`src/hdl/wre_pkg.sv`:
```
package wre_pkg;

  localparam int unsigned MaxOpenDef     = 8;
  localparam int unsigned MaxWindowDef   = 4096;
  localparam int unsigned MaxChannelsDef = 8;

  localparam int unsigned SampleW = 16;
  localparam int unsigned CfgIdxW = 3;
  localparam int unsigned CfgW    = 16;

  localparam logic [CfgIdxW-1:0] RegWindowFrames = 3'd0;
  localparam logic [CfgIdxW-1:0] RegHopFrames    = 3'd1;
  localparam logic [CfgIdxW-1:0] RegChannelCount = 3'd2;
  localparam logic [CfgIdxW-1:0] RegNoiseFloor   = 3'd3;
  localparam logic [CfgIdxW-1:0] RegEnvScale     = 3'd4;

  localparam logic [12:0] WindowReset = 13'd480;
  localparam logic [12:0] HopReset    = 13'd240;
  localparam logic [3:0]  ChReset     = 4'd1;
  localparam logic [15:0] ScaleReset  = 16'd256;
  localparam logic [15:0] EnvMax      = 16'd32768;

  typedef enum logic [2:0] {
    ST_IDLE,
    ST_SQUARE,
    ST_UPDATE,
    ST_CHECK
  } top_state_e;

  typedef enum logic [2:0] {
    EU_IDLE,
    EU_COUNT,
    EU_DIV,
    EU_SQRT,
    EU_MUL,
    EU_CLAMP,
    EU_DONE
  } env_state_e;

  // Control broadcast from the sequencer to every window cell.
  typedef struct packed {
    logic clear;
    logic shift;
    logic add;
  } cell_ctl_t;

endpackage

```
`src/hdl/wre_cell.sv`:
```
module wre_cell import wre_pkg::*; #(
  parameter int unsigned SumW = 48,
  parameter int unsigned FrW  = 13,
  parameter int unsigned FsW  = 35
) (
  input  logic            clk_i,
  input  logic            rst_ni,
  input  cell_ctl_t       ctl_i,
  input  logic            open_i,
  input  logic [FsW-1:0]  frame_sum_i,
  input  logic            nb_valid_i,
  input  logic [SumW-1:0] nb_sum_i,
  input  logic [FrW-1:0]  nb_frames_i,
  output logic            valid_o,
  output logic [SumW-1:0] sum_o,
  output logic [FrW-1:0]  frames_o
);

  logic            valid_q;
  logic [SumW-1:0] sum_q, sum_d;
  logic [FrW-1:0]  frames_q, frames_d;

  always_comb begin
    sum_d    = sum_q;
    frames_d = frames_q;
    if (ctl_i.shift) begin
      sum_d    = nb_sum_i;
      frames_d = nb_frames_i;
    end else if (ctl_i.add && (valid_q || open_i)) begin
      // A window opening on this frame starts from an empty sum.
      sum_d    = (open_i ? '0 : sum_q) + SumW'(frame_sum_i);
      frames_d = (open_i ? '0 : frames_q) + FrW'(1);
    end
  end

  always_ff @(posedge clk_i or negedge rst_ni) begin
    if (!rst_ni) begin
      valid_q <= 1'b0;
    end else if (ctl_i.clear) begin
      valid_q <= 1'b0;
    end else if (ctl_i.shift) begin
      valid_q <= nb_valid_i;
    end else if (ctl_i.add && open_i) begin
      valid_q <= 1'b1;
    end
  end

  always_ff @(posedge clk_i) begin
    sum_q    <= sum_d;
    frames_q <= frames_d;
  end

  assign valid_o  = valid_q;
  assign sum_o    = sum_q;
  assign frames_o = frames_q;

endmodule

```
`src/hdl/wre_env.sv`:
```
module wre_env import wre_pkg::*; #(
  parameter int unsigned SumW = 48,
  parameter int unsigned FrW  = 13,
  parameter int unsigned ChW  = 4
) (
  input  logic            clk_i,
  input  logic            rst_ni,
  input  logic            start_i,
  input  logic [SumW-1:0] sum_i,
  input  logic [FrW-1:0]  frames_i,
  input  logic [ChW-1:0]  ch_i,
  input  logic            last_i,
  input  logic [15:0]     noise_floor_i,
  input  logic [15:0]     env_scale_i,
  output logic            ready_o,
  output logic            res_valid_o,
  input  logic            res_ready_i,
  output logic [15:0]     res_env_o,
  output logic            res_last_o
);

  localparam int unsigned CntW = FrW + ChW;
  localparam int unsigned ItW  = $clog2(SumW + 1);

  env_state_e state_q, state_d;

  logic [SumW-1:0] quo_q, quo_d;
  logic [CntW-1:0] rem_q, rem_d;
  logic [CntW-1:0] cnt_q, cnt_d;
  logic [FrW-1:0]  fr_q, fr_d;
  logic [ChW-1:0]  ch_q, ch_d;
  logic [ItW-1:0]  it_q, it_d;
  logic [31:0]     v_q, v_d, res_q, res_d, bit_q, bit_d;
  logic [31:0]     prod_q, prod_d;
  logic [15:0]     env_q, env_d;
  logic            last_q, last_d;

  logic [CntW:0]   rem_sh;
  logic [31:0]     trial;
  logic [15:0]     rms;
  logic [23:0]     shifted;

  always_comb begin
    rem_sh  = {rem_q, quo_q[SumW-1]};
    trial   = res_q + bit_q;
    rms     = res_q[15:0];
    shifted = prod_q[31:8];
  end

  always_comb begin
    state_d = state_q;
    case (state_q)
      EU_IDLE:  if (start_i) state_d = EU_COUNT;
      EU_COUNT: state_d = EU_DIV;
      EU_DIV:   if (it_q == ItW'(1)) state_d = EU_SQRT;
      EU_SQRT:  if (bit_q[1:0] != 2'b00) state_d = EU_MUL;
      EU_MUL:   state_d = EU_CLAMP;
      EU_CLAMP: state_d = EU_DONE;
      EU_DONE:  if (res_ready_i) state_d = EU_IDLE;
      default:  state_d = EU_IDLE;
    endcase
  end

  always_comb begin
    quo_d  = quo_q;
    rem_d  = rem_q;
    cnt_d  = cnt_q;
    fr_d   = fr_q;
    ch_d   = ch_q;
    it_d   = it_q;
    v_d    = v_q;
    res_d  = res_q;
    bit_d  = bit_q;
    prod_d = prod_q;
    env_d  = env_q;
    last_d = last_q;
    case (state_q)
      EU_IDLE: begin
        if (start_i) begin
          quo_d  = sum_i;
          fr_d   = frames_i;
          ch_d   = ch_i;
          last_d = last_i;
        end
      end
      EU_COUNT: begin
        cnt_d = CntW'(fr_q) * CntW'(ch_q);
        rem_d = '0;
        it_d  = ItW'(SumW);
      end
      EU_DIV: begin
        // Restoring division, one quotient bit per cycle.
        if (rem_sh >= {1'b0, cnt_q}) begin
          rem_d = CntW'(rem_sh - {1'b0, cnt_q});
          quo_d = {quo_q[SumW-2:0], 1'b1};
        end else begin
          rem_d = rem_sh[CntW-1:0];
          quo_d = {quo_q[SumW-2:0], 1'b0};
        end
        it_d = it_q - ItW'(1);
        if (it_q == ItW'(1)) begin
          v_d   = quo_d[31:0];
          res_d = '0;
          bit_d = 32'h4000_0000;
        end
      end
      EU_SQRT: begin
        if (v_q >= trial) begin
          v_d   = v_q - trial;
          res_d = (res_q >> 1) + bit_q;
        end else begin
          res_d = res_q >> 1;
        end
        bit_d = bit_q >> 2;
      end
      EU_MUL: begin
        if (rms <= noise_floor_i) begin
          prod_d = '0;
        end else begin
          prod_d = 32'(rms - noise_floor_i) * 32'(env_scale_i);
        end
      end
      EU_CLAMP: begin
        env_d = (shifted > 24'(EnvMax)) ? EnvMax : shifted[15:0];
      end
      default: ;
    endcase
  end

  always_ff @(posedge clk_i or negedge rst_ni) begin
    if (!rst_ni) begin
      state_q <= EU_IDLE;
    end else begin
      state_q <= state_d;
    end
  end

  always_ff @(posedge clk_i) begin
    quo_q  <= quo_d;
    rem_q  <= rem_d;
    cnt_q  <= cnt_d;
    fr_q   <= fr_d;
    ch_q   <= ch_d;
    it_q   <= it_d;
    v_q    <= v_d;
    res_q  <= res_d;
    bit_q  <= bit_d;
    prod_q <= prod_d;
    env_q  <= env_d;
    last_q <= last_d;
  end

  assign ready_o     = (state_q == EU_IDLE);
  assign res_valid_o = (state_q == EU_DONE);
  assign res_env_o   = env_q;
  assign res_last_o  = last_q;

`ifndef ASSERT_OFF
  a_env_range: assert property (@(posedge clk_i) disable iff (!rst_ni)
    res_valid_o |-> (res_env_o <= EnvMax)) else $error("envelope above full scale");
  a_start_idle: assert property (@(posedge clk_i) disable iff (!rst_ni)
    (start_i && ready_o) |=> (state_q == EU_COUNT)) else $error("start not taken");
  a_done_hold: assert property (@(posedge clk_i) disable iff (!rst_ni)
    (res_valid_o && !res_ready_i) |=> (res_valid_o && $stable(res_env_o)))
    else $error("result dropped");
`endif

endmodule

```
`src/hdl/windowed_rms_envelope.sv`:
```
// Channel   Dir  Width  Contents
// s_axis    in   16+1   tdata: sample[15:0]; tlast: end_of_clip
// m_axis    out  16+1   tdata: envelope[15:0]; tlast: last_of_clip
// cfg       in   3+16   cfg_index_i selects the register, cfg_data_i holds the value
//
// A sample passes the square state, the update state if it ends a frame, then check.
// Each closing window runs through a shared divide and square root unit, built from
// one-bit-per-cycle loops; it takes no new window until its last result is taken.
// Reset clears the windows, counters and output valid flag; registers take defaults.
// A stalled m_axis holds one result in the output register and one in the unit.
module windowed_rms_envelope import wre_pkg::*; #(
  parameter int unsigned MAX_OPEN     = MaxOpenDef,
  parameter int unsigned MAX_WINDOW   = MaxWindowDef,
  parameter int unsigned MAX_CHANNELS = MaxChannelsDef
) (
  input  logic               clk_i,
  input  logic               rst_ni,
  input  logic               s_axis_tvalid,
  output logic               s_axis_tready,
  input  logic [15:0]        s_axis_tdata,  // sample
  input  logic               s_axis_tlast,  // end_of_clip
  output logic               m_axis_tvalid,
  input  logic               m_axis_tready,
  output logic [15:0]        m_axis_tdata,  // envelope
  output logic               m_axis_tlast,  // last_of_clip
  input  logic               cfg_valid_i,
  output logic               cfg_ready_o,
  input  logic [CfgIdxW-1:0] cfg_index_i,
  input  logic [CfgW-1:0]    cfg_data_i
);

  localparam int unsigned ChW  = $clog2(MAX_CHANNELS + 1);
  localparam int unsigned FrW  = $clog2(MAX_WINDOW + 1);
  localparam int unsigned OcW  = $clog2(MAX_OPEN + 1);
  localparam int unsigned FsW  = 31 + ChW;
  localparam int unsigned SumW = 31 + ChW + FrW;

  logic [12:0] win_cfg_q, hop_cfg_q;
  logic [3:0]  ch_cfg_q;
  logic [15:0] nf_q, scale_q;

  top_state_e state_q, state_d;

  logic [15:0]     sample_q;
  logic            end_q;
  logic [FsW-1:0]  fsum_q, fsum_d;
  logic [ChW-1:0]  ci_q, ci_d;
  logic [FrW-1:0]  hc_q, hc_d;
  logic [OcW-1:0]  cnt_q, cnt_d;
  logic            fdone_q, fdone_d;
  logic            out_v_q;
  logic [15:0]     out_env_q;
  logic            out_last_q;

  logic [ChW-1:0]  ch_eff;
  logic [FrW-1:0]  hop_eff, win_eff;
  logic [31:0]     hop_lim;
  logic [31:0]     sq;
  logic            frame_done;
  logic [FrW-1:0]  hc_wrap, hc_inc;
  logic            opening;
  logic            close_want, close_go;
  cell_ctl_t       ctl;

  logic [MAX_OPEN-1:0]  c_valid;
  logic [SumW-1:0]      c_sum    [MAX_OPEN];
  logic [FrW-1:0]       c_frames [MAX_OPEN];

  logic            eu_ready, eu_rvalid, eu_rready, eu_rlast;
  logic [15:0]     eu_renv;

  // Effective register values after range limiting.
  always_comb begin
    if (ch_cfg_q == 4'd0) begin
      ch_eff = ChW'(1);
    end else if (32'(ch_cfg_q) > MAX_CHANNELS) begin
      ch_eff = ChW'(MAX_CHANNELS);
    end else begin
      ch_eff = ChW'(ch_cfg_q);
    end
    if (hop_cfg_q == 13'd0) begin
      hop_eff = FrW'(1);
    end else if (32'(hop_cfg_q) > MAX_WINDOW) begin
      hop_eff = FrW'(MAX_WINDOW);
    end else begin
      hop_eff = FrW'(hop_cfg_q);
    end
    if (win_cfg_q == 13'd0) begin
      win_eff = FrW'(1);
    end else if (32'(win_cfg_q) > MAX_WINDOW) begin
      win_eff = FrW'(MAX_WINDOW);
    end else begin
      win_eff = FrW'(win_cfg_q);
    end
    hop_lim = 32'(hop_eff) * 32'(MAX_OPEN);
    if (32'(win_eff) > hop_lim) begin
      win_eff = FrW'(hop_lim);
    end
  end

  always_comb begin
    sq         = 32'($signed(sample_q)) * 32'($signed(sample_q));
    frame_done = (32'(ci_q) + 32'd1) >= 32'(ch_eff);
    hc_wrap    = (hc_q >= hop_eff) ? '0 : hc_q;
    opening    = (hc_wrap == '0) && (32'(cnt_q) < MAX_OPEN);
    hc_inc     = hc_wrap + FrW'(1);
    // Full windows close only once a frame has been taken in.
    close_want = (cnt_q != '0) && ((fdone_q && (c_frames[0] >= win_eff)) || end_q);
    close_go   = close_want && eu_ready;
  end

  always_comb begin
    state_d = state_q;
    case (state_q)
      ST_IDLE:   if (s_axis_tvalid) state_d = ST_SQUARE;
      ST_SQUARE: state_d = frame_done ? ST_UPDATE : ST_CHECK;
      ST_UPDATE: state_d = ST_CHECK;
      ST_CHECK:  if (!close_want) state_d = ST_IDLE;
      default:   state_d = ST_IDLE;
    endcase
  end

  always_comb begin
    ctl     = '0;
    fsum_d  = fsum_q;
    ci_d    = ci_q;
    hc_d    = hc_q;
    cnt_d   = cnt_q;
    fdone_d = fdone_q;
    case (state_q)
      ST_SQUARE: begin
        fsum_d  = fsum_q + FsW'(sq);
        ci_d    = frame_done ? '0 : ci_q + ChW'(1);
        fdone_d = frame_done;
      end
      ST_UPDATE: begin
        ctl.add = 1'b1;
        hc_d    = (hc_inc >= hop_eff) ? '0 : hc_inc;
        fsum_d  = '0;
        if (opening) begin
          cnt_d = cnt_q + OcW'(1);
        end
      end
      ST_CHECK: begin
        if (close_go) begin
          ctl.shift = 1'b1;
          cnt_d     = cnt_q - OcW'(1);
        end else if (!close_want && end_q) begin
          // Clip finished: every window is closed, return the clip state to zero.
          ctl.clear = 1'b1;
          fsum_d    = '0;
          ci_d      = '0;
          hc_d      = '0;
          cnt_d     = '0;
        end
      end
      default: ;
    endcase
  end

  always_ff @(posedge clk_i or negedge rst_ni) begin
    if (!rst_ni) begin
      win_cfg_q <= WindowReset;
      hop_cfg_q <= HopReset;
      ch_cfg_q  <= ChReset;
      nf_q      <= '0;
      scale_q   <= ScaleReset;
    end else if (cfg_valid_i) begin
      case (cfg_index_i)
        RegWindowFrames: win_cfg_q <= cfg_data_i[12:0];
        RegHopFrames:    hop_cfg_q <= cfg_data_i[12:0];
        RegChannelCount: ch_cfg_q  <= cfg_data_i[3:0];
        RegNoiseFloor:   nf_q      <= cfg_data_i;
        RegEnvScale:     scale_q   <= cfg_data_i;
        default: ;
      endcase
    end
  end

  always_ff @(posedge clk_i or negedge rst_ni) begin
    if (!rst_ni) begin
      state_q <= ST_IDLE;
      fsum_q  <= '0;
      ci_q    <= '0;
      hc_q    <= '0;
      cnt_q   <= '0;
      fdone_q <= 1'b0;
      out_v_q <= 1'b0;
    end else begin
      state_q <= state_d;
      fsum_q  <= fsum_d;
      ci_q    <= ci_d;
      hc_q    <= hc_d;
      cnt_q   <= cnt_d;
      fdone_q <= fdone_d;
      if (eu_rready) begin
        out_v_q <= eu_rvalid;
      end
    end
  end

  always_ff @(posedge clk_i) begin
    if (s_axis_tvalid && s_axis_tready) begin
      sample_q <= s_axis_tdata;
      end_q    <= s_axis_tlast;
    end
    if (eu_rready && eu_rvalid) begin
      out_env_q  <= eu_renv;
      out_last_q <= eu_rlast;
    end
  end

  for (genvar g = 0; g < MAX_OPEN; g++) begin : g_cell
    logic            nb_valid;
    logic [SumW-1:0] nb_sum;
    logic [FrW-1:0]  nb_frames;
    if (g == MAX_OPEN - 1) begin : g_tail
      assign nb_valid  = 1'b0;
      assign nb_sum    = '0;
      assign nb_frames = '0;
    end else begin : g_mid
      assign nb_valid  = c_valid[g+1];
      assign nb_sum    = c_sum[g+1];
      assign nb_frames = c_frames[g+1];
    end
    wre_cell #(
      .SumW(SumW),
      .FrW (FrW),
      .FsW (FsW)
    ) u_cell (
      .clk_i      (clk_i),
      .rst_ni     (rst_ni),
      .ctl_i      (ctl),
      .open_i     (opening && (cnt_q == OcW'(g))),
      .frame_sum_i(fsum_q),
      .nb_valid_i (nb_valid),
      .nb_sum_i   (nb_sum),
      .nb_frames_i(nb_frames),
      .valid_o    (c_valid[g]),
      .sum_o      (c_sum[g]),
      .frames_o   (c_frames[g])
    );
  end

  assign eu_rready = !out_v_q || m_axis_tready;

  wre_env #(
    .SumW(SumW),
    .FrW (FrW),
    .ChW (ChW)
  ) u_env (
    .clk_i        (clk_i),
    .rst_ni       (rst_ni),
    .start_i      (close_go && (state_q == ST_CHECK)),
    .sum_i        (c_sum[0]),
    .frames_i     (c_frames[0]),
    .ch_i         (ch_eff),
    .last_i       (end_q && (cnt_q == OcW'(1))),
    .noise_floor_i(nf_q),
    .env_scale_i  (scale_q),
    .ready_o      (eu_ready),
    .res_valid_o  (eu_rvalid),
    .res_ready_i  (eu_rready),
    .res_env_o    (eu_renv),
    .res_last_o   (eu_rlast)
  );

  assign s_axis_tready = (state_q == ST_IDLE);
  assign cfg_ready_o   = 1'b1;
  assign m_axis_tvalid = out_v_q;
  assign m_axis_tdata  = out_env_q;
  assign m_axis_tlast  = out_last_q;

`ifndef ASSERT_OFF
  a_cnt_range: assert property (@(posedge clk_i) disable iff (!rst_ni)
    32'(cnt_q) <= MAX_OPEN) else $error("open window count out of range");
  a_cells_packed: assert property (@(posedge clk_i) disable iff (!rst_ni)
    $countones(c_valid) == 32'(cnt_q)) else $error("cell valid bits disagree with count");
  a_clip_flush: assert property (@(posedge clk_i) disable iff (!rst_ni)
    ((state_q == ST_CHECK) && end_q && !close_want) |=> (cnt_q == '0))
    else $error("windows left open after end of clip");
`endif

endmodule

```
`config.mk`:
```
export PLATFORM = sky130hd
export DESIGN_NAME = windowed_rms_envelope
export DESIGN_NICKNAME = d
export VERILOG_FILES = /design/src/hdl/wre_pkg.sv /design/src/hdl/wre_cell.sv /design/src/hdl/wre_env.sv /design/src/hdl/windowed_rms_envelope.sv
export SDC_FILE = /design/constraint.sdc
export NUM_CORES = 2
export LEC_CHECK = 0
export ABC_AREA = 1
export BUFFER_PORTS_ARGS = -buffer_cell sky130_fd_sc_hd__buf_2
export CORE_AREA = 2 2 542 544
export DETAILED_ROUTE_END_ITERATION = 10
export DIE_AREA = 0 0 544 546
export SETUP_SLACK_MARGIN = 0.1
export SLEW_MARGIN = 20
export SYNTH_ARGS = -nofsm -noshare
export SYNTH_HDL_FRONTEND = slang
export SYNTH_SLANG_ARGS = --single-unit
```
`constraint.sdc`:
```
create_clock -name clk_i -period 7.75 [get_ports clk_i]
set_input_delay 1.55 -clock clk_i [delete_from_list [all_inputs] [get_ports clk_i]]
set_output_delay 1.55 -clock clk_i [all_outputs]
set_load 0.05 [all_outputs]
```
==> results.yml <==
routing:
  drt-initial-drc-count: 5208
  antenna_left: 0
  via_count: 74400
  wl_um: 241000
  remaining_drc_errors: 0
  wl_per_cell_um: 15.4
  viasPerCell: 4.75
  firstDrtPassIters: 5
finish:
  design_area_sq_um: 98200
  layout-drive-gt1-share: 0.0711
  syn2layout_area_growth_pct: 13.1
  instances_no_fill: 15600
  nets: 12900
floorplanning:
  pin_count: 61
  initial_core_util: 0.297
  die_w_um: 544
  coreArea_sq_um: 292000
  fp.dieH_um: 546
  die_area_sq_um: 297000
  fp-row-count: 199
placement:
  placed_area_sq_um: 92800
  hpwlAfterDp_um: 189000
  place_inst: 15400
  numPortBuffers: 59
  gp_congestion: 0.938
grt:
  grt_pass1_wl_um: 388000
  grt_pass1_vias: 73000
  top_usage_layer: "met2"
  antenna_found_initial: 8
  met1_usage: 0.226
  gr-usage-met2: 0.259
  grt_max_degree: 191
  grtUsageMet3: 0.0177
  grt_overflow: 0
  track_usage: 0.161
clock_tree:
  max-clock-path-buffers: 3
  cts_root_buf: "clkbuf_16"
  holdBufCountCts: 0
  numClockSinks: 881
  cts_buffers: 109
  clk_pin_slew_ns: 0.06
  cts_tree: "built"
  clock_latency_ns: 0.83
  htreeDepth: 3
synth:
  synth_async_sr_flop_share: 0.151
  syn_area_sq_um: 86800
  yosys-top-cells-area: "edfxtp_1, fa_1, nand2_1"
  synth_top_cell_by_area: "edfxtp_1"
  ys_ff_latch: 881
  syn_nets: 12700
  synth_commonest_cells: "nand2_1, inv_1, nor2_1, o21ai_0, a21oi_1"
  syn_area_per_cell_sq_um: 7.57
  syn_inst: 11500
  synth_edf_count: 687
  synthDistinctLibCells: 67
  yosysMostFrequentCell: "nand2_1"
  ys_warn_count: 0
  yosysTopAreaCellShare: 0.238
  synth_ff_type: "edfxtp_1"
  seq_area_frac_synth: 0.290
worst_setup_path:
  worstPathArrival_ns: 8.04
  cpPeakStageDelay_ns: 0.55
  crit_fanout: 14
  crit_type: "flip-flop to flip-flop"
  path_delay_family: "adder cells"
  cp.required_ns: 8.41
  end_kind: "flip-flop"
  critPathLaunchType: "flip-flop"
  slowest_stage: "fa_1"
  worst-path-buf-inv: 9
  rrSetupSlack_ns: 0.37
sta:
  fin_crit_ns: 7.38
  rsz0062_at_grt: "true"
  setup_viol: 0
  finalHoldViolations: 0
  relSlewSlack: 0.108
  fin_setup_tns_ns: 0
  period_share: 0.952
  fin_skew_ns: 0.111
  tightest_slew_ns: 1.32
  fmax_ghz: 0.136
  whs_ns: 0.419
  slew_violations: 0
job:
  maxCapViolCount: 0
hold_path:
  min_path_type: "flip-flop to flip-flop"
run_status:
  outcome: "finished, final reports clean"
path summary, 6_finish.rpt:
path	startpoint	cells after the start	to
hold reg to reg	u_env.res_env_o[14]$_SDFFCE_PN0N_	0	m_axis_tdata[14]$_DFFE_PP_
setup / recovery	sample_q[1]$_DFFE_PP_	36	fsum_q[25]$_DFFE_PN0P_
min in group asynchronous	rst_ni	1	g_cell[7].u_cell.valid_o$_DFFE_PN0P_
max in group asynchronous	rst_ni	2	scale_q[0]$_DFFE_PN0P_
hold / removal	u_env.res_env_o[14]$_SDFFCE_PN0N_	0	m_axis_tdata[14]$_DFFE_PP_
setup reg to reg	sample_q[1]$_DFFE_PP_	36	fsum_q[25]$_DFFE_PN0P_
cell usage in the layout (no fill, tap or decap), drive strengths merged, types with 5 or more instances in the layout:
master    instances
a211oi           19
a21boi           25
a21o             42
a21oi           700
a221oi           12
a31o              7
a31oi            76
a32o              6
and3              9
buf             344
bufinv           16
clkbuf          129
clkinv           51
clkinvlp         14
dfrtp           123
dfstp            10
dfxtp            61
edfxtp          687
fa              535
ha              660
inv            1985
nand2          2534
nand3           472
nand3b           27
nand4           125
nor2           1250
nor3             95
nor3b             5
nor4             33
o2111ai           5
o211ai           30
o21a             48
o21ai           907
o21bai           45
o221ai           21
o22ai            64
o31ai            26
or2              51
xnor2           192
xor2            240
area by class of cell:
type	instances	area (sq um)
fill	30900	194000
multi-input combinational	8295	53900
sequential	881	25200
inverter	1987	7480
tap	3919	4900
clock buffer	128	2890
timing repair buffer	345	2770
clock inverter	79	1020
antenna	4	10.0
state kept, by name, summed over array words and instances (netlist names), 17 cells and up:
register                count
g_cell.u_cell.sum_o       384
g_cell.u_cell.frames_o    104
u_env.quo_q                48
fsum_q                     35
u_env.res_q                32
u_env.v_q                  32
u_env.prod_q               24
u_env.cnt_q                17
u_env.rem_q                17
per-layer routing:
metal / part of all wire / up-vias
met3: 0.056 / 343
met4: 0.029 / 0
met1: 0.47 / 34600
met2: 0.44 / 1847
met5: 0 / -
li1: - / 37600
cells by family (layout without fill, tap and decap cells):
group | count (synthesis) | in the layout | synth area share
AO/OA/AOI/OAI | 2061 | 2061 | 0.131
XOR/XNOR | 432 | 432 | 0.0436
adder cells (fa/ha/maj) | 1195 | 1195 | 0.218
buffers and inverters | 2290 | 2539 | 0.0998
flip-flops | 881 | 881 | 0.290
other | 1 | 5 | 0.0000432
AND/OR/NAND/NOR | 4605 | 4606 | 0.217
metrics by stage:
stage / utilization / setup WS [ns]
2_1_floorplan: - / 0.229
3_3_place_gp: 0.318 / -0.00165
3_5_place_dp: 0.318 / -0.0291
4_1_cts: 0.331 / 0.0856
5_1_grt: 0.336 / 0.00736
6_report: 0.336 / 0.373
timing repair:
item	CTS	global route
buffers inserted	4	64
pin swaps	2	95
gates resized for setup	15	231
cloned	0	1
setup endpoints to repair	14	78
Power is left out: the tool's default activity adds up to more than one toggle a clock period on the data nets, which glitch-free logic cannot reach.
